==> src/psgenc_pkg.sv <==
// Shared types, constants and the semitone period table for the PSG command encoder.
// No dependencies; imported by every module of the block.
package psgenc_pkg;

  // Request operation codes
  typedef enum logic [1:0] {
    FUNC_NOTE    = 2'd0,
    FUNC_VOLUME  = 2'd1,
    FUNC_NOISE   = 2'd2,
    FUNC_ALL_OFF = 2'd3
  } psgenc_func_t;

  localparam int unsigned MAX_BYTES   = 4;
  localparam int unsigned BIDX_W      = $clog2(MAX_BYTES);
  localparam int unsigned QDEPTH      = 2;
  localparam int unsigned QPTR_W      = (QDEPTH > 1) ? $clog2(QDEPTH) : 1;
  localparam int unsigned QCNT_W      = $clog2(QDEPTH + 1);
  localparam int unsigned PERIOD_W    = 10;

  localparam logic [1:0] NOISE_VOICE  = 2'd3;
  localparam logic [6:0] OCT_RECIP    = 7'd43;  // 43/512 ~ 1/12, exact for notes 0..127
  localparam logic [3:0] OCT_BASE     = 4'd3;

  localparam logic [7:0] OFF_VOICE0   = 8'b1001_1111;
  localparam logic [7:0] OFF_VOICE1   = 8'b1011_1111;
  localparam logic [7:0] OFF_VOICE2   = 8'b1101_1111;
  localparam logic [7:0] OFF_VOICE3   = 8'b1111_1111;

  // Request as accepted on the input side
  typedef struct packed {
    logic [1:0] func;
    logic [1:0] channel;
    logic [6:0] note;
    logic [3:0] volume;
    logic       noise_mode;
    logic [1:0] shift_rate;
  } psgenc_req_t;

  // One command byte on the result side
  typedef struct packed {
    logic [7:0] command_byte;
    logic       last;
  } psgenc_res_t;

  // Decoded run: up to four bytes and the index of the final one
  typedef struct packed {
    logic [MAX_BYTES-1:0][7:0] bytes;
    logic [BIDX_W-1:0]         last_idx;
  } psgenc_desc_t;

  // Top-octave periods, one per semitone
  function automatic logic [PERIOD_W-1:0] psgenc_semitone(input logic [3:0] idx);
    logic [PERIOD_W-1:0] p;
    unique case (idx)
      4'd0:    p = 10'd978;
      4'd1:    p = 10'd924;
      4'd2:    p = 10'd872;
      4'd3:    p = 10'd823;
      4'd4:    p = 10'd777;
      4'd5:    p = 10'd733;
      4'd6:    p = 10'd692;
      4'd7:    p = 10'd653;
      4'd8:    p = 10'd616;
      4'd9:    p = 10'd582;
      4'd10:   p = 10'd549;
      4'd11:   p = 10'd518;
      default: p = '0;
    endcase
    return p;
  endfunction

  // Attenuation latch: 15 - vol is the 4-bit complement
  function automatic logic [7:0] psgenc_atten(input logic [1:0] voice, input logic [3:0] vol);
    return {1'b1, voice, 1'b1, ~vol};
  endfunction

endpackage

==> src/psgenc_front.sv <==
// Front end: classifies a request and builds its byte run.
// Depends on psgenc_pkg.
module psgenc_front
  import psgenc_pkg::*;
(
  input  psgenc_req_t  req,
  output psgenc_desc_t desc
);

  logic [12:0]         prod;
  logic [3:0]          octave;
  logic [6:0]          oct12;
  logic [6:0]          rem7;
  logic [2:0]          shift;
  logic [PERIOD_W-1:0] period;

  // octave = note / 12 via reciprocal multiply
  assign prod   = 13'(req.note) * 13'(OCT_RECIP);
  assign octave = prod[12:9];
  assign oct12  = {octave, 3'b000} + {1'b0, octave, 2'b00};
  assign rem7   = req.note - oct12;
  // low notes clamp to no shift
  assign shift  = (octave > OCT_BASE) ? 3'(octave - OCT_BASE) : 3'd0;
  assign period = psgenc_semitone(rem7[3:0]) >> shift;

  always_comb begin
    desc = '0;
    unique case (psgenc_func_t'(req.func))
      FUNC_NOTE: begin
        desc.bytes[0] = psgenc_atten(req.channel, req.volume);
        desc.bytes[1] = {1'b1, req.channel, 1'b0, period[3:0]};
        desc.bytes[2] = {2'b00, period[9:4]};
        desc.last_idx = BIDX_W'(2);
      end
      FUNC_VOLUME: begin
        desc.bytes[0] = psgenc_atten(req.channel, req.volume);
        desc.last_idx = BIDX_W'(0);
      end
      FUNC_NOISE: begin
        desc.bytes[0] = {3'b111, 2'b00, req.noise_mode, ~req.shift_rate};
        desc.bytes[1] = psgenc_atten(NOISE_VOICE, req.volume);
        desc.last_idx = BIDX_W'(1);
      end
      FUNC_ALL_OFF: begin
        desc.bytes[0] = OFF_VOICE0;
        desc.bytes[1] = OFF_VOICE1;
        desc.bytes[2] = OFF_VOICE2;
        desc.bytes[3] = OFF_VOICE3;
        desc.last_idx = BIDX_W'(3);
      end
      default: desc = '0;
    endcase
  end

endmodule

==> src/psgenc_queue.sv <==
// Short descriptor queue between front and back end.
// Depends on psgenc_pkg.
module psgenc_queue
  import psgenc_pkg::*;
(
  input  logic         clk,
  input  logic         rst_n,
  input  logic         wr,
  input  psgenc_desc_t wr_desc,
  input  logic         rd,
  output logic         q_full,
  output logic         q_valid,
  output psgenc_desc_t head
);

  psgenc_desc_t              mem_r [QDEPTH];
  logic [QPTR_W-1:0]         wr_ptr_r, wr_ptr_nxt;
  logic [QPTR_W-1:0]         rd_ptr_r, rd_ptr_nxt;
  logic [QCNT_W-1:0]         cnt_r, cnt_nxt;
  logic                      do_wr, do_rd;

  assign q_full  = (cnt_r == QCNT_W'(QDEPTH));
  assign q_valid = (cnt_r != '0);
  assign head    = mem_r[rd_ptr_r];
  assign do_wr   = wr && !q_full;
  assign do_rd   = rd && q_valid;

  function automatic logic [QPTR_W-1:0] bump(input logic [QPTR_W-1:0] p);
    return (p == QPTR_W'(QDEPTH - 1)) ? '0 : p + 1'b1;
  endfunction

  always_comb begin
    wr_ptr_nxt = do_wr ? bump(wr_ptr_r) : wr_ptr_r;
    rd_ptr_nxt = do_rd ? bump(rd_ptr_r) : rd_ptr_r;
    cnt_nxt    = cnt_r;
    if (do_wr && !do_rd) begin
      cnt_nxt = cnt_r + 1'b1;
    end else if (do_rd && !do_wr) begin
      cnt_nxt = cnt_r - 1'b1;
    end
  end

  always_ff @(posedge clk) begin
    if (!rst_n) begin
      wr_ptr_r <= '0;
      rd_ptr_r <= '0;
      cnt_r    <= '0;
    end else begin
      wr_ptr_r <= wr_ptr_nxt;
      rd_ptr_r <= rd_ptr_nxt;
      cnt_r    <= cnt_nxt;
    end
  end

  always_ff @(posedge clk) begin
    if (do_wr) begin
      mem_r[wr_ptr_r] <= wr_desc;
    end
  end

  a_cnt_bound: assert property (@(posedge clk) disable iff (!rst_n)
    cnt_r <= QCNT_W'(QDEPTH))
    else $error("queue count above depth");

  a_reset_empty: assert property (@(posedge clk)
    !rst_n |=> (cnt_r == '0 && !q_valid))
    else $error("queue not empty after reset");

  a_cnt_track: assert property (@(posedge clk) disable iff (!rst_n)
    (do_wr && !do_rd) |=> (cnt_r == $past(cnt_r) + 1'b1))
    else $error("queue count missed a write");

endmodule

==> src/psgenc_back.sv <==
// Back end: walks head run into out_res, one byte a cycle unless stalled.
// Depends on psgenc_pkg.
module psgenc_back
  import psgenc_pkg::*;
(
  input  logic         clk,
  input  logic         rst_n,
  input  logic         q_valid,
  input  psgenc_desc_t head,
  output logic         q_rd,
  input  logic         pop,
  output logic         empty,
  output psgenc_res_t  out_res
);

  logic [BIDX_W-1:0] idx_r, idx_nxt;
  logic              out_valid_r, out_valid_nxt;
  psgenc_res_t       out_r;
  logic              out_load, emit, is_last;

  assign out_load = !out_valid_r || pop;
  assign emit     = q_valid && out_load;
  assign is_last  = (idx_r == head.last_idx);
  assign q_rd     = emit && is_last;
  assign empty    = !out_valid_r;
  assign out_res  = out_r;

  always_comb begin
    idx_nxt       = idx_r;
    out_valid_nxt = out_valid_r;
    if (emit) begin
      idx_nxt       = is_last ? '0 : idx_r + 1'b1;
      out_valid_nxt = 1'b1;
    end else if (pop) begin
      out_valid_nxt = 1'b0;
    end
  end

  always_ff @(posedge clk) begin
    if (!rst_n) begin
      idx_r       <= '0;
      out_valid_r <= 1'b0;
    end else begin
      idx_r       <= idx_nxt;
      out_valid_r <= out_valid_nxt;
    end
  end

  always_ff @(posedge clk) begin
    if (emit) begin
      out_r.command_byte <= head.bytes[idx_r];
      out_r.last         <= is_last;
    end
  end

  a_idx_in_run: assert property (@(posedge clk) disable iff (!rst_n)
    q_valid |-> idx_r <= head.last_idx)
    else $error("byte index past end of run");

  a_idx_restart: assert property (@(posedge clk) disable iff (!rst_n)
    q_rd |=> idx_r == '0)
    else $error("byte index not cleared after run");

  a_out_hold: assert property (@(posedge clk) disable iff (!rst_n)
    (!empty && !pop) |=> (!empty && $stable(out_res)))
    else $error("waiting command byte changed before pop");

endmodule

==> src/psg_note_command_encoder_core.sv <==
// Top level of the PSG command encoder: request queue in, command-byte queue out.
// Depends on psgenc_pkg, psgenc_front, psgenc_queue and psgenc_back.
//
// An accepted request is stored in the run queue; its bytes then pass through out_res.
// Throughput: one byte per cycle out while out_res is empty or popped; a request
// holds the back end until its bytes are out (note 3, volume 1, noise 2, all off 4);
// the two-entry run queue accepts one request per cycle while it has room.
// Reset (synchronous, rst_n low): empties the run queue, clears the byte index and the
// output valid; no other state.
module psg_note_command_encoder_core
  import psgenc_pkg::*;
(
  input  logic        clk,
  input  logic        rst_n,
  // request side
  input  logic        push,
  output logic        full,
  input  psgenc_req_t in_req,
  // command-byte side
  output logic        empty,
  input  logic        pop,
  output psgenc_res_t out_res
);

  psgenc_desc_t desc;
  psgenc_desc_t head;
  logic         q_full, q_valid, q_rd;

  // Front end: purely combinational decode, written straight into the queue
  psgenc_front u_front (
    .req  (in_req),
    .desc (desc)
  );

  // Run queue decouples decode from byte sequencing
  psgenc_queue u_queue (
    .clk     (clk),
    .rst_n   (rst_n),
    .wr      (push),
    .wr_desc (desc),
    .rd      (q_rd),
    .q_full  (q_full),
    .q_valid (q_valid),
    .head    (head)
  );

  // Back end: one byte per cycle into the output register while it is empty or
  // popped; the head run is released on its last byte, so the next follows without a gap
  psgenc_back u_back (
    .clk     (clk),
    .rst_n   (rst_n),
    .q_valid (q_valid),
    .head    (head),
    .q_rd    (q_rd),
    .pop     (pop),
    .empty   (empty),
    .out_res (out_res)
  );

  assign full = q_full;

endmodule
==> config.mk <==
export PLATFORM = sky130hd
export DESIGN_NAME = psg_note_command_encoder_core
export DESIGN_NICKNAME = d
export VERILOG_FILES = /design/src/psgenc_pkg.sv /design/src/psgenc_front.sv /design/src/psgenc_queue.sv /design/src/psgenc_back.sv /design/src/psg_note_command_encoder_core.sv
export SDC_FILE = /design/constraint.sdc
export NUM_CORES = 1
export LEC_CHECK = 0
export ABC_CLOCK_PERIOD_IN_PS = 7000
export BUFFER_PORTS_ARGS = -buffer_cell sky130_fd_sc_hd__clkbuf_2
export CORE_MARGIN = 5
export CORE_UTILIZATION = 55
export CTS_CLUSTER_SIZE = 14
export DETAILED_ROUTE_END_ITERATION = 10
export PLACE_DENSITY = 0.74
export SLEW_MARGIN = 20
export SYNTH_ARGS = -nofsm -noshare
export SYNTH_HDL_FRONTEND = slang
export SYNTH_SLANG_ARGS = --single-unit
export TNS_END_PERCENT = 20
==> constraint.sdc <==
create_clock -name clk -period 7 [get_ports clk]
set_input_delay 0.35 -clock clk [delete_from_list [all_inputs] [get_ports clk]]
set_output_delay 0.35 -clock clk [all_outputs]
set_load 0.005 [all_outputs]
==> impl_results.md, run 1 <==
* CTS max path bufs at 2
* Crit path max fanout at 14
* Worst Setup End Kind: register
* Design area at 0.00473 sq mm
* Placer Congestion at 0.896
* Period utilization at 80.7%
* DR vias/cell at around 5.8
* Yosys top cell by area: edfxtp_1
* Power density over the cells at 396 mW/mm^2
* Leak at roughly 1.9 nW
* Sequential area share after synthesis at between 40% and 50%
* Initial DRC Count at 216
* Top-area cell type share of the netlist area at 38.4%
* Post-synth EDFFs at 55
* Vias in the first global route at between 3k and 4k
* Max cap viols at 0
* Antenna violations before repair at 0
* Chip width at 98.4 um
* Critical Path RT at 7.15 ns
* Worst-skew pair later-pin latency at about 0.34 ns
* Die height at 98.4 um
* Min-delay worst type: input port to register
* Largest net degree at the start of global routing at 25
* Max-slew headroom at approximately two fifths
* Final Hold Fails at 0
* Yosys cell types at 65
* CTS tree: yes
* Core area at 0.00769 sq mm
* Hold buffers post-CTS at 0
* Ys flop type: edfxtp_1
* Min Clock Period, post-route at roughly 5.7 ns
* Cts repair resizes at 0
* Clock power share at 17.3%
* # diodes at 0
* CTS sink count at 63
* HPWL after DPL at 6.18 mm
* Max stage delay on crit path at 0.66 ns
* Via count at 3130
* Internal power at 1.13 mW
* Share of post-route cells with drive strength above 1 at 17.5%
* CTS Buf Count at 9
* Net Sw Frac at between 30% and 40%
* CP max-delay cell: xor3_1
* Synth top area cells: edfxtp_1, ha_1, o21ai_0, dfxtp_1, inv_1
* Syn Area/Cell at 10.6 sq um
* Die area at ~0.0097 sq mm
* Top Usage Layer GRT: met2
* Total global-route track usage at 18.3%
* First-pass GRT wire length at 14.5 mm
* Core Rows at 32
* Most numerous cell in the Yosys netlist: edfxtp_1
* Final setup fails at 0
* P&R area growth vs syn at 10.1%
* Port Buf Inserts at 32
* Final setup TNS at 0 ns
* Routed WL at slightly above 8 mm
* Root buffer cell: clkbuf_8
* VDD IR max at 0.210 mV
* Grt ovf at 0
* Post-Syn Area at 0.00430 sq mm
* Post-route ant nets at 0
* Ys Warns at 0
* Worst EP arrival at 5.81 ns
* Sequential Power Share at between 30% and 40%
* Pre-Repair DR Iteration Count at 4
* Worst Tran Pin Value at between 0.9 and 1 ns
* Comb power frac at a little over half
* Top Ports at 33
* Ys async rst share at 0%
* Cells after synthesis at 406
* Post-synth net total at 476
* GR Util met3 at 3.26%
* Drt wl/cell at between 10 and 15 um
* Post-synth top cells: edfxtp_1, ha_1, inv_1
* #FFs+latches synth at 63
* Area after DPL at 0.00453 sq mm
* M2 GR Usage at approximately a third
* RSZ-0062 raised after global routing: no
* H-tree Lvls at 3
* Worst-path cell chain: clkbuf_2 -> ha_1 -> inv_1 -> fa_1 -> fa_1 -> inv_1 -> ha_1 -> o21ai_0 -> a221oi_4 -> o21a_1 -> or2_1 -> inv_1 -> ha_1 -> xor3_1 -> nand2b_1 -> o221a_2 -> nor3_1 -> a31oi_1 -> o32ai_1 -> o21ai_0 -> a21oi_1
* Post-CTS Repair Setup Buffers at 0
* Fmax achieved at around 180 MHz
* Met1 Use GR at 21.2%
* Clk_skew at 0.00896 ns
* DRC at 0
* Slew Limit Fails at 0
* Setup CP Type: input port to register
* Run status: finished clean
* Switching Power at between 700 and 800 uW
* Critical Path Source Type: input port
* Initial Util at 55.9%
* Final layout net count at 505
* Clock transition at path regs at 0.06 ns
[metal layers]
layer | wire, um | vias to the layer above
met5 | 0 | -
met4 | 217 | 0
met3 | 317 | 17
met2 | 4290 | 78
met1 | 3260 | 1484
li1 | - | 1551
[stage by stage]
step / setup WS, ns / instances / hold WS, ns / utilization (%) / total power [mW]
4_1_cts: 1.37 / 542 / 0.312 / 61.6 / 1.89
6_report: 1.35 / 542 / 0.336 / 61.6 / 1.88
3_3_place_gp: 1.18 / 526 / 0.514 / 58.9 / 1.53
3_5_place_dp: 1.03 / 526 / 0.535 / 58.9 / 1.56
2_1_floorplan: 1.90 / 406 / 0.467 / - / 1.34
5_1_grt: 0.887 / 542 / 0.321 / 61.6 / 2.04
[layout by cell type, fill, tap and decap left out, drive strengths merged, types with 3 or more instances in the layout]
| cell | n |
|---|---|
| o21bai | 3 |
| inv | 42 |
| nand2b | 3 |
| dfxtp | 8 |
| nor3 | 7 |
| buf | 4 |
| clkbuf | 42 |
| mux2 | 7 |
| or3 | 3 |
| mux4 | 6 |
| nand3 | 6 |
| or2 | 3 |
| o221ai | 4 |
| a22oi | 3 |
| fa | 6 |
| and2 | 8 |
| a31oi | 6 |
| a21oi | 22 |
| o21a | 3 |
| nor2b | 4 |
| nand2 | 23 |
| ha | 42 |
| clkinv | 5 |
| edfxtp | 55 |
| o21ai | 33 |
| mux2i | 6 |
| o22ai | 5 |
| nor2 | 29 |
| a21o | 3 |
| a211oi | 4 |
| a21boi | 3 |
| xnor2 | 8 |
[worst max-delay path, delay by kind of cell]
kind,cells,cell delay [ns]
adders and majority gates,5,2.14
AOI/OAI and AO/OA,8,1.77
xor gates and xnor gates,1,0.66
and+or+nand+nor,3,0.53
buffers and inverters,4,0.35
[cell families after synthesis]
kind of cell | count (synthesis) | synth area share, %
AOI/OAI and AO/OA | 110 | 17.4
adders and majority gates | 48 | 15.0
DFF | 63 | 42.1
buffers and inverters | 61 | 5.82
muxes | 19 | 6.37
and+or+nand+nor | 95 | 10.9
xor gates and xnor gates | 10 | 2.39
[final timing paths]
path               startpoint                    to  slack, ns  cells after the start
min reg2reg  u_queue.cnt_r[1]      u_queue.cnt_r[1]       0.54                      2
max reg2reg  u_queue.cnt_r[0]      u_queue.cnt_r[1]       4.54                      6
max                 in_req[8]  u_queue.mem_r[0][20]       1.35                     21
min                     rst_n       u_back.idx_r[0]       0.34                      2
[area by class of cell]
cell class              count  area (sq um)
fillers                   676          2950
multi-input cells         282          2240
flip-flops and latches     63          1810
repair buffers             36           190
inverters                  43           161
clock buffers              10           128
well taps                 102           128
clock inverters             6          75.1
[flip-flops by register name, summed over array words and instances (netlist names), named ones only]
name                cells
u_back.out_res          9
u_queue.rd_ptr_r        1
u_back.out_valid_r      1
u_back.idx_r            2
u_queue.cnt_r           2
u_queue.mem_r          46
u_queue.wr_ptr_r        1
[power by group through the flow]
stage               Combinational, mW  Clock, mW  Sequential, mW
floorplan                       0.781          0           0.557
global placement                0.962          0           0.568
detailed placement              0.981          0           0.574
CTS                             0.986      0.333           0.567
global route                     1.12      0.352           0.574
finish                          0.988      0.324           0.564
Note: power is estimated with default switching activity, not from simulation.
==> run 2, diff against run 1 <==
--- a/config.mk
+++ b/config.mk
@@ -5,13 +5,13 @@
 export SDC_FILE = /design/constraint.sdc
 export NUM_CORES = 1
 export LEC_CHECK = 0
-export ABC_CLOCK_PERIOD_IN_PS = 7000
+export ABC_CLOCK_PERIOD_IN_PS = 4650
 export BUFFER_PORTS_ARGS = -buffer_cell sky130_fd_sc_hd__clkbuf_2
 export CORE_MARGIN = 5
 export CORE_UTILIZATION = 55
 export CTS_CLUSTER_SIZE = 14
 export DETAILED_ROUTE_END_ITERATION = 10
-export PLACE_DENSITY = 0.74
+export PLACE_DENSITY = 0.77
 export SLEW_MARGIN = 20
 export SYNTH_ARGS = -nofsm -noshare
 export SYNTH_HDL_FRONTEND = slang
==> constraint.sdc (replaced) <==
create_clock -name clk -period 4.65 [get_ports clk]
set_input_delay 0.2325 -clock clk [delete_from_list [all_inputs] [get_ports clk]]
set_output_delay 0.2325 -clock clk [all_outputs]
set_load 0.005 [all_outputs]
==> run 2 against run 1 <==
Critical path type unchanged. Critical path depth did not move. Critical endpoint is now u_queue.mem_r[0][11]. The flow now finishes with violations (setup timing). Via count grew 7.8%. Power increased by 81%.
==> impl_results.md, run 2 (same netlist as run 1, synthesis figures left out) <==
* Initial Util at 55.9% (unchanged)
* Design area at 0.00529 sq mm (was 0.00473 sq mm)
* H-tree Lvls at 3 (unchanged)
* Filler cells at 587 (was 676)
* Critical Path RT at 4.83 ns (was 7.15 ns)
* CP max-delay cell: fa_1 (was xor3_1)
* Max FFs per register at 46 (unchanged)
* Chip width at 98.4 um (unchanged)
* Crit path max fanout at 6 (was 14)
* CTS sink count at 63 (unchanged)
* Total power at 3.39 mW (was 1.88 mW)
* HPWL after DPL at 7.31 mm (was 6.18 mm)
* CP bufs+invs at 4 (unchanged)
* Root buffer cell: clkbuf_8 (unchanged)
* CTS Buf Count at 9 (unchanged)
* Layout Cells excl Fill at 588 (was 542)
* Violated checks: setup timing
* Worst reg-to-reg setup slack at 2.03 ns (was 4.54 ns)
* Commonest non-fill, non-tap cell in the layout: edfxtp_1 (unchanged)
* RSZ-0062 raised after global routing: yes (was no)
* Die area at 0.00968 sq mm (unchanged)
* Worst EP arrival at 4.83 ns (was 5.81 ns)
* Routed WL at 9.78 mm (was 8.08 mm)
* Final layout net count at 551 (was 505)
* Pre-Repair DR Iteration Count at 4 (unchanged)
* Placer Congestion at 0.917 (was 0.896)
* CTS max path bufs at 2 (unchanged)
* Area after DPL at 0.00489 sq mm (was 0.00453 sq mm)
* Max cap viols at 0 (unchanged)
* Power density over the cells at 642 mW/mm^2 (was 396 mW/mm^2)
* Setup WS post-layout at -0.00493 ns (was 1.35 ns)
* Slew Limit Fails at 0 (unchanged)
* Worst R2R End: u_queue.cnt_r[1] (unchanged)
* CTS tree: yes (unchanged)
* Max-slew headroom at 37.5% (was 38.9%)
* Max stage delay on crit path at 0.53 ns (was 0.66 ns)
* Drt wl/cell at 16.6 um (was 14.9 um)
* Min-delay worst type: input port to register (unchanged)
* Min Clock Period, post-route at 4.65 ns
* Share of post-route cells with drive strength above 1 at 32.3% (was 17.5%)
* Clock transition at path regs at 0.07 ns (was 0.06 ns)
* Clk_skew at 0.00933 ns (was 0.00896 ns)
* First-pass GRT wire length at 16.2 mm (was 14.5 mm)
* Most frequent cells in the layout: edfxtp_1, buf_4, inv_1 (was edfxtp_1, inv_1, ha_1)
* Top cell family by delay on the critical path: adder cells (unchanged)
* Worst reg-to-reg path cell count at 8 (was 6)
* Crit path to: u_queue.mem_r[0][11] (was u_queue.mem_r[0][20])
* Die height at 98.4 um (unchanged)
* Period utilization at 100%
* # diodes at 0 (unchanged)
* Critical Path Source Type: input port (unchanged)
* Antenna violations before repair at 0 (unchanged)
* Fmax achieved at approximately 210 MHz
* Largest net degree at the start of global routing at 24 (was 25)
* P&R area growth vs syn at 23.0% (was 10.1%)
* Worst Tran Pin Value at 0.933 ns (was 0.914 ns)
* Post-Place Cells at 568 (was 526)
* Total global-route track usage at 20.7% (was 18.3%)
* Final Hold Fails at 0 (unchanged)
* Core area at 0.00769 sq mm (unchanged)
* Core Rows at 32 (unchanged)
* Grt ovf at 0 (unchanged)
* Setup WS pre-CTS at -0.385 ns (was 1.03 ns)
* Setup CP Type: input port to register (unchanged)
* CP Depth at 21 (unchanged)
* Worst Setup SP: in_req[13] (was in_req[8])
* Final setup fails at 2 (was 0)
* Worst-path cell chain: clkbuf_2 -> ha_4 -> inv_1 -> fa_1 -> fa_1 -> inv_2 -> ha_4 -> o21ai_4 -> a221oi_4 -> o21a_1 -> nor2_2 -> xnor2_1 -> ha_1 -> xor3_2 -> buf_6 -> nand2b_4 -> o221a_4 -> a41oi_2 -> o221a_2 -> nand3_2 -> a31oi_4 (was clkbuf_2 -> ha_1 -> inv_1 -> fa_1 -> fa_1 -> inv_1 -> ha_1 -> o21ai_0 -> a221oi_4 -> o21a_1 -> or2_1 -> inv_1 -> ha_1 -> xor3_1 -> nand2b_1 -> o221a_2 -> nor3_1 -> a31oi_1 -> o32ai_1 -> o21ai_0 -> a21oi_1)
* Worst Setup End Kind: register (unchanged)
* VDD IR max at 0.363 mV (was 0.210 mV)
* Leak at 2.20 nW (was 1.93 nW)
* Via count at 3374 (was 3130)
* DRC at 0 (unchanged)
* Worst-skew pair later-pin latency at 0.33 ns (was 0.34 ns)
* Port Buf Inserts at 32 (unchanged)
* Top Ports at 33 (unchanged)
* Initial DRC Count at 177 (was 216)
* Run status: finished with violations (was finished clean)
* DR vias/cell at 5.74 (was 5.77)
* Vias in the first global route at 3516 (was 3160)
* Final setup TNS at -0.00962 ns (was 0 ns)
* Hold path startpoint: rst_n (unchanged)
* Post-route ant nets at 0 (unchanged)
* Reg with most FFs: u_queue.mem_r (unchanged)
==> run 2: changes by cell type in the layout (fill, tap and decap cells not counted), moves of 3 or more <==
cell,delta
clkinv_2,+3
ha_4,+4
o21ai_0,-4
clkinv_1,-4
nor3_1,-4
clkbuf_2,-3
o21ai_1,+3
ha_1,-5
nor3_2,+4
buf_4,+45
==> run 2: repair_timing <==
action                                  in CTS  in global routing
gates cloned                                 0                  0
gates resized for setup                      2                 38
endpoints found under the setup margin       2                 16
endpoints found under the hold margin        0                  0
setup buffers                                0                  4
hold buffers                                 0                  0
pin swaps                                    0                 19
==> run 2: worst min path at each step <==
stage	cells past startpoint	slack (ns)	to
after floorplan	1	0.35	u_queue.wr_ptr_r
after CTS	2	0.20	u_back.idx_r[0]
after global placement	2	0.52	u_queue.cnt_r[1]
final	2	0.21	u_queue.wr_ptr_r
after detailed placement	2	0.54	u_queue.cnt_r[1]
after global routing	2	0.23	u_queue.wr_ptr_r
==> run 2: report_power, final <==
part           total [mW]  internal [mW]  switching (mW)
Clock               0.448          0.245           0.202
Sequential          0.854          0.790          0.0637
Combinational        2.09           1.00            1.09
==> run 2: layer usage <==
layer | share of wire (%) | routed length, um | track usage (%) | vias to the layer above
li1 | - | - | - | 1648
met3 | 2.8 | 275 | 2.76 | 31
met4 | 3.9 | 386 | 10.7 | 0
met5 | 0 | 0 | 0 | -
met1 | 37 | 3660 | 22.7 | 1620
met2 | 56 | 5460 | 38.7 | 75
==> run 2: stage by stage <==
| step | hold WS [ns] | util, % |
|---|---|---|
| after CTS | 0.197 | 66.2 |
| after global placement | 0.520 | 63.7 |
| after detailed placement | 0.543 | 63.7 |
| final | 0.211 | 68.8 |
| after floorplan | 0.350 | - |
| after global routing | 0.226 | 68.8 |
==> run 2: final cells by class <==
type	instances	area (sq um)	share of cell area [%]
inverter	43	161	3.05
sequential	63	1810	34.3
multi-input combinational	282	2430	46.0
clock inverter	6	61.3	1.16
tap	102	128	2.41
clock buffer	10	128	2.41
timing repair buffer	82	566	10.7
==> run 2: worst register-to-register path: stages (launching register included) <==
cell and delay, ns:
dfxtp_1 0.32, buf_4 0.28, mux2i_1 0.33, xnor2_1 0.12
nor2_1 0.35, nand2_1 0.18, ha_1 0.41, or3_1 0.37
a21boi_0 0.18
==> run 3, diff against run 2 <==
--- a/config.mk
+++ b/config.mk
@@ -7,8 +7,10 @@
 export LEC_CHECK = 0
 export ABC_CLOCK_PERIOD_IN_PS = 4650
 export BUFFER_PORTS_ARGS = -buffer_cell sky130_fd_sc_hd__clkbuf_2
+export CELL_PAD_IN_SITES_DETAIL_PLACEMENT = 1
+export CELL_PAD_IN_SITES_GLOBAL_PLACEMENT = 1
 export CORE_MARGIN = 5
-export CORE_UTILIZATION = 55
+export CORE_UTILIZATION = 44
 export CTS_CLUSTER_SIZE = 14
 export DETAILED_ROUTE_END_ITERATION = 10
 export PLACE_DENSITY = 0.77
==> run 3 against run 2 <==
The run now ends clean. Flip-flop and latch count is the same. Power shrank 3.5%. Sequential power is essentially flat. Critical path depth shrank 1. Die area grew 22%. Clock skew grew 0.0020 ns. Worst setup slack gained 0.12 ns. Non-clock buffer count shrank 12. Clock power grew 3%. Critical endpoint unchanged. Largest power group unchanged.
==> impl_results.md, run 3 (same netlist as run 1, synthesis figures left out) <==
* Post-route ant nets at 0 (unchanged)
* Critical Path Source Type: input port (unchanged)
* CTS Buf Count at 9 (unchanged)
* Port Buf Inserts at 32 (unchanged)
* Initial Util at 44.6% (was 55.9%)
* CTS tree: yes (unchanged)
* Power density over the cells at 638 mW/mm^2 (was 642 mW/mm^2)
* Max cap viols at 0 (unchanged)
* Reg with most FFs: u_queue.mem_r (unchanged)
* DR vias/cell at 5.50 (was 5.74)
* Die height at 109 um (was 98.4 um)
* CTS max path bufs at 2 (unchanged)
* Largest net degree at the start of global routing at 25 (was 24)
* Routed WL at 10.4 mm (was 9.78 mm)
* Core area at 0.00964 sq mm (was 0.00769 sq mm)
* Drt wl/cell at 17.2 um (was 16.6 um)
* HPWL after DPL at 8.06 mm (was 7.31 mm)
* Worst-skew pair later-pin latency at 0.34 ns (was 0.33 ns)
* Final setup TNS at 0 ns (was -0.00962 ns)
* Worst-path cell chain: clkbuf_2 -> ha_1 -> inv_1 -> fa_1 -> fa_1 -> inv_1 -> ha_1 -> o21ai_2 -> a221oi_4 -> o21a_1 -> nor2_1 -> xnor2_1 -> ha_1 -> xor3_2 -> nand2b_1 -> o221a_4 -> a41oi_2 -> o221a_2 -> nand3_1 -> a31oi_2 (was clkbuf_2 -> ha_4 -> inv_1 -> fa_1 -> fa_1 -> inv_2 -> ha_4 -> o21ai_4 -> a221oi_4 -> o21a_1 -> nor2_2 -> xnor2_1 -> ha_1 -> xor3_2 -> buf_6 -> nand2b_4 -> o221a_4 -> a41oi_2 -> o221a_2 -> nand3_2 -> a31oi_4)
* Placer Congestion at 0.879 (was 0.917)
* Worst hold slack at 0.196 ns (was 0.211 ns)
* First-pass GRT wire length at 17.0 mm (was 16.2 mm)
* Switching Power at 1.32 mW (was 1.35 mW)
* H-tree Lvls at 3 (unchanged)
* Max FFs per register at 46 (unchanged)
* P&R area growth vs syn at 19.4% (was 23.0%)
* Hold buffers post-CTS at 0 (unchanged)
* Final layout net count at 539 (was 551)
* Critical Path RT at 4.82 ns (was 4.83 ns)
* Leak at 2.12 nW (was 2.20 nW)
* Setup WS pre-CTS at -0.452 ns (was -0.385 ns)
* CP bufs+invs at 3 (was 4)
* Worst Tran Pin Value at 0.883 ns (was 0.933 ns)
* Min Clock Period, post-route at 4.54 ns (was 4.65 ns)
* Net Sw Frac at 40.3% (was 39.9%)
* Clock transition at path regs at 0.07 ns (about the same)
* VDD IR max at 0.395 mV (was 0.363 mV)
* Worst EP arrival at 4.71 ns (was 4.83 ns)
* Clk_skew at 0.0114 ns (was 0.00933 ns)
* Pre-Repair DR Iteration Count at 4 (unchanged)
* Sequential Power Share at 26.0% (was 25.2%)
* Core Rows at 36 (was 32)
* Top cell family by delay on the critical path: adder cells (unchanged)
* Comb power frac at 59.9% (was 61.6%)
* Final setup fails at 0 (was 2)
* Grt ovf at 0 (unchanged)
* Design area at 0.00513 sq mm (was 0.00529 sq mm)
* Setup CP Type: input port to register (unchanged)
* Top Ports at 33 (unchanged)
* # diodes at 0 (unchanged)
* Chip width at 109 um (was 98.4 um)
* Run status: finished clean (was finished with violations)
* Final Hold Fails at 0 (unchanged)
* Slew Limit Fails at 0 (unchanged)
* Share of post-route cells with drive strength above 1 at 28.9% (was 32.3%)
* Vias in the first global route at 3557 (was 3516)
* Die area at 0.0118 sq mm (was 0.00968 sq mm)
* DRC at 0 (unchanged)
* Register area at 0.00181 sq mm (unchanged)
* Final core occ at 53.3% (was 68.8%)
* Via count at 3339 (was 3374)
* Crit path max fanout at 6 (unchanged)
* Max stage delay on crit path at 0.50 ns (was 0.53 ns)
* CTS sink count at 63 (unchanged)
* Clock power share at 14.1% (was 13.2%)
* Most frequent CP cell: ha_1
* Setup WS post-layout at 0.113 ns (was -0.00493 ns)
* Fmax achieved at 220 MHz (was 215 MHz)
* Antenna violations before repair at 0 (unchanged)
* Initial DRC Count at 121 (was 177)
* RSZ-0062 raised after global routing: yes (unchanged)
* Total global-route track usage at 18.4% (was 20.7%)
* Min-delay worst type: input port to register (unchanged)
* CP max-delay cell: fa_1 (unchanged)
* Filler cells at 1104 (was 587)
* Period utilization at 97.6% (was 100%)
* Worst Setup End Kind: register (unchanged)
* Worst reg-to-reg setup slack at 2.12 ns (was 2.03 ns)
* Root buffer cell: clkbuf_8 (unchanged)
* Max-slew headroom at 40.9% (was 37.5%)
* Most frequent cells in the layout: edfxtp_1, inv_1, ha_1 (was edfxtp_1, buf_4, inv_1)
* Area of the multi-input gates at 0.00236 sq mm (was 0.00243 sq mm)
* Commonest non-fill, non-tap cell in the layout: edfxtp_1 (unchanged)
* Area after DPL at 0.00487 sq mm (was 0.00489 sq mm)
* Internal power at 1.95 mW (was 2.04 mW)
run 3: layer usage:
| metal | vias up | GRT usage (%) | wire [um] |
|---|---|---|---|
| li1 | 1620 | - | - |
| met1 | 1647 | 20.2 | 4320 |
| met2 | 59 | 35.3 | 5710 |
| met3 | 13 | 3.26 | 242 |
| met4 | 0 | 6.49 | 156 |
| met5 | - | 0 | 0 |
run 3: power by group through the flow:
stage | clock [mW] | combinational [mW] | sequential, mW
6_report | 0.463 | 1.96 | 0.851
5_1_grt | 0.500 | 2.16 | 0.865
4_1_cts | 0.469 | 1.89 | 0.855
3_5_place_dp | 0 | 1.86 | 0.866
3_3_place_gp | 0 | 1.80 | 0.855
2_1_floorplan | 0 | 1.23 | 0.838
run 3: per-stage QoR:
stage          power [mW]  std cells
2_1_floorplan        2.07        406
3_3_place_gp         2.65        590
3_5_place_dp         2.73        590
4_1_cts              3.21        606
5_1_grt              3.52        607
6_report             3.27        607
run 3: final timing paths:
path | from | depth (start not counted) | endpoint
worst min-delay path | rst_n | 2 | u_queue.wr_ptr_r
worst max register to register | register | 8 | u_queue.cnt_r[1]
worst min register to register | u_queue.cnt_r[1] | 2 | u_queue.cnt_r[1]
worst max-delay path | in_req[12] | 20 | u_queue.mem_r[0][11]
run 3: area by class of cell:
class / instances / share of cell area, %
clock buffer: 11 / 2.75
timing repair buffer: 70 / 8.68
clock inverter: 5 / 0.951
sequential: 63 / 35.3
inverter: 43 / 3.14
multi-input combinational: 282 / 45.9
tap: 133 / 3.24
run 3: what timing repair did:
| action | in CTS | in global routing |
|---|---|---|
| setup endpoints to repair | 4 | 18 |
| resized for setup | 3 | 16 |
| setup buffers | 0 | 1 |
| pin swaps | 0 | 6 |
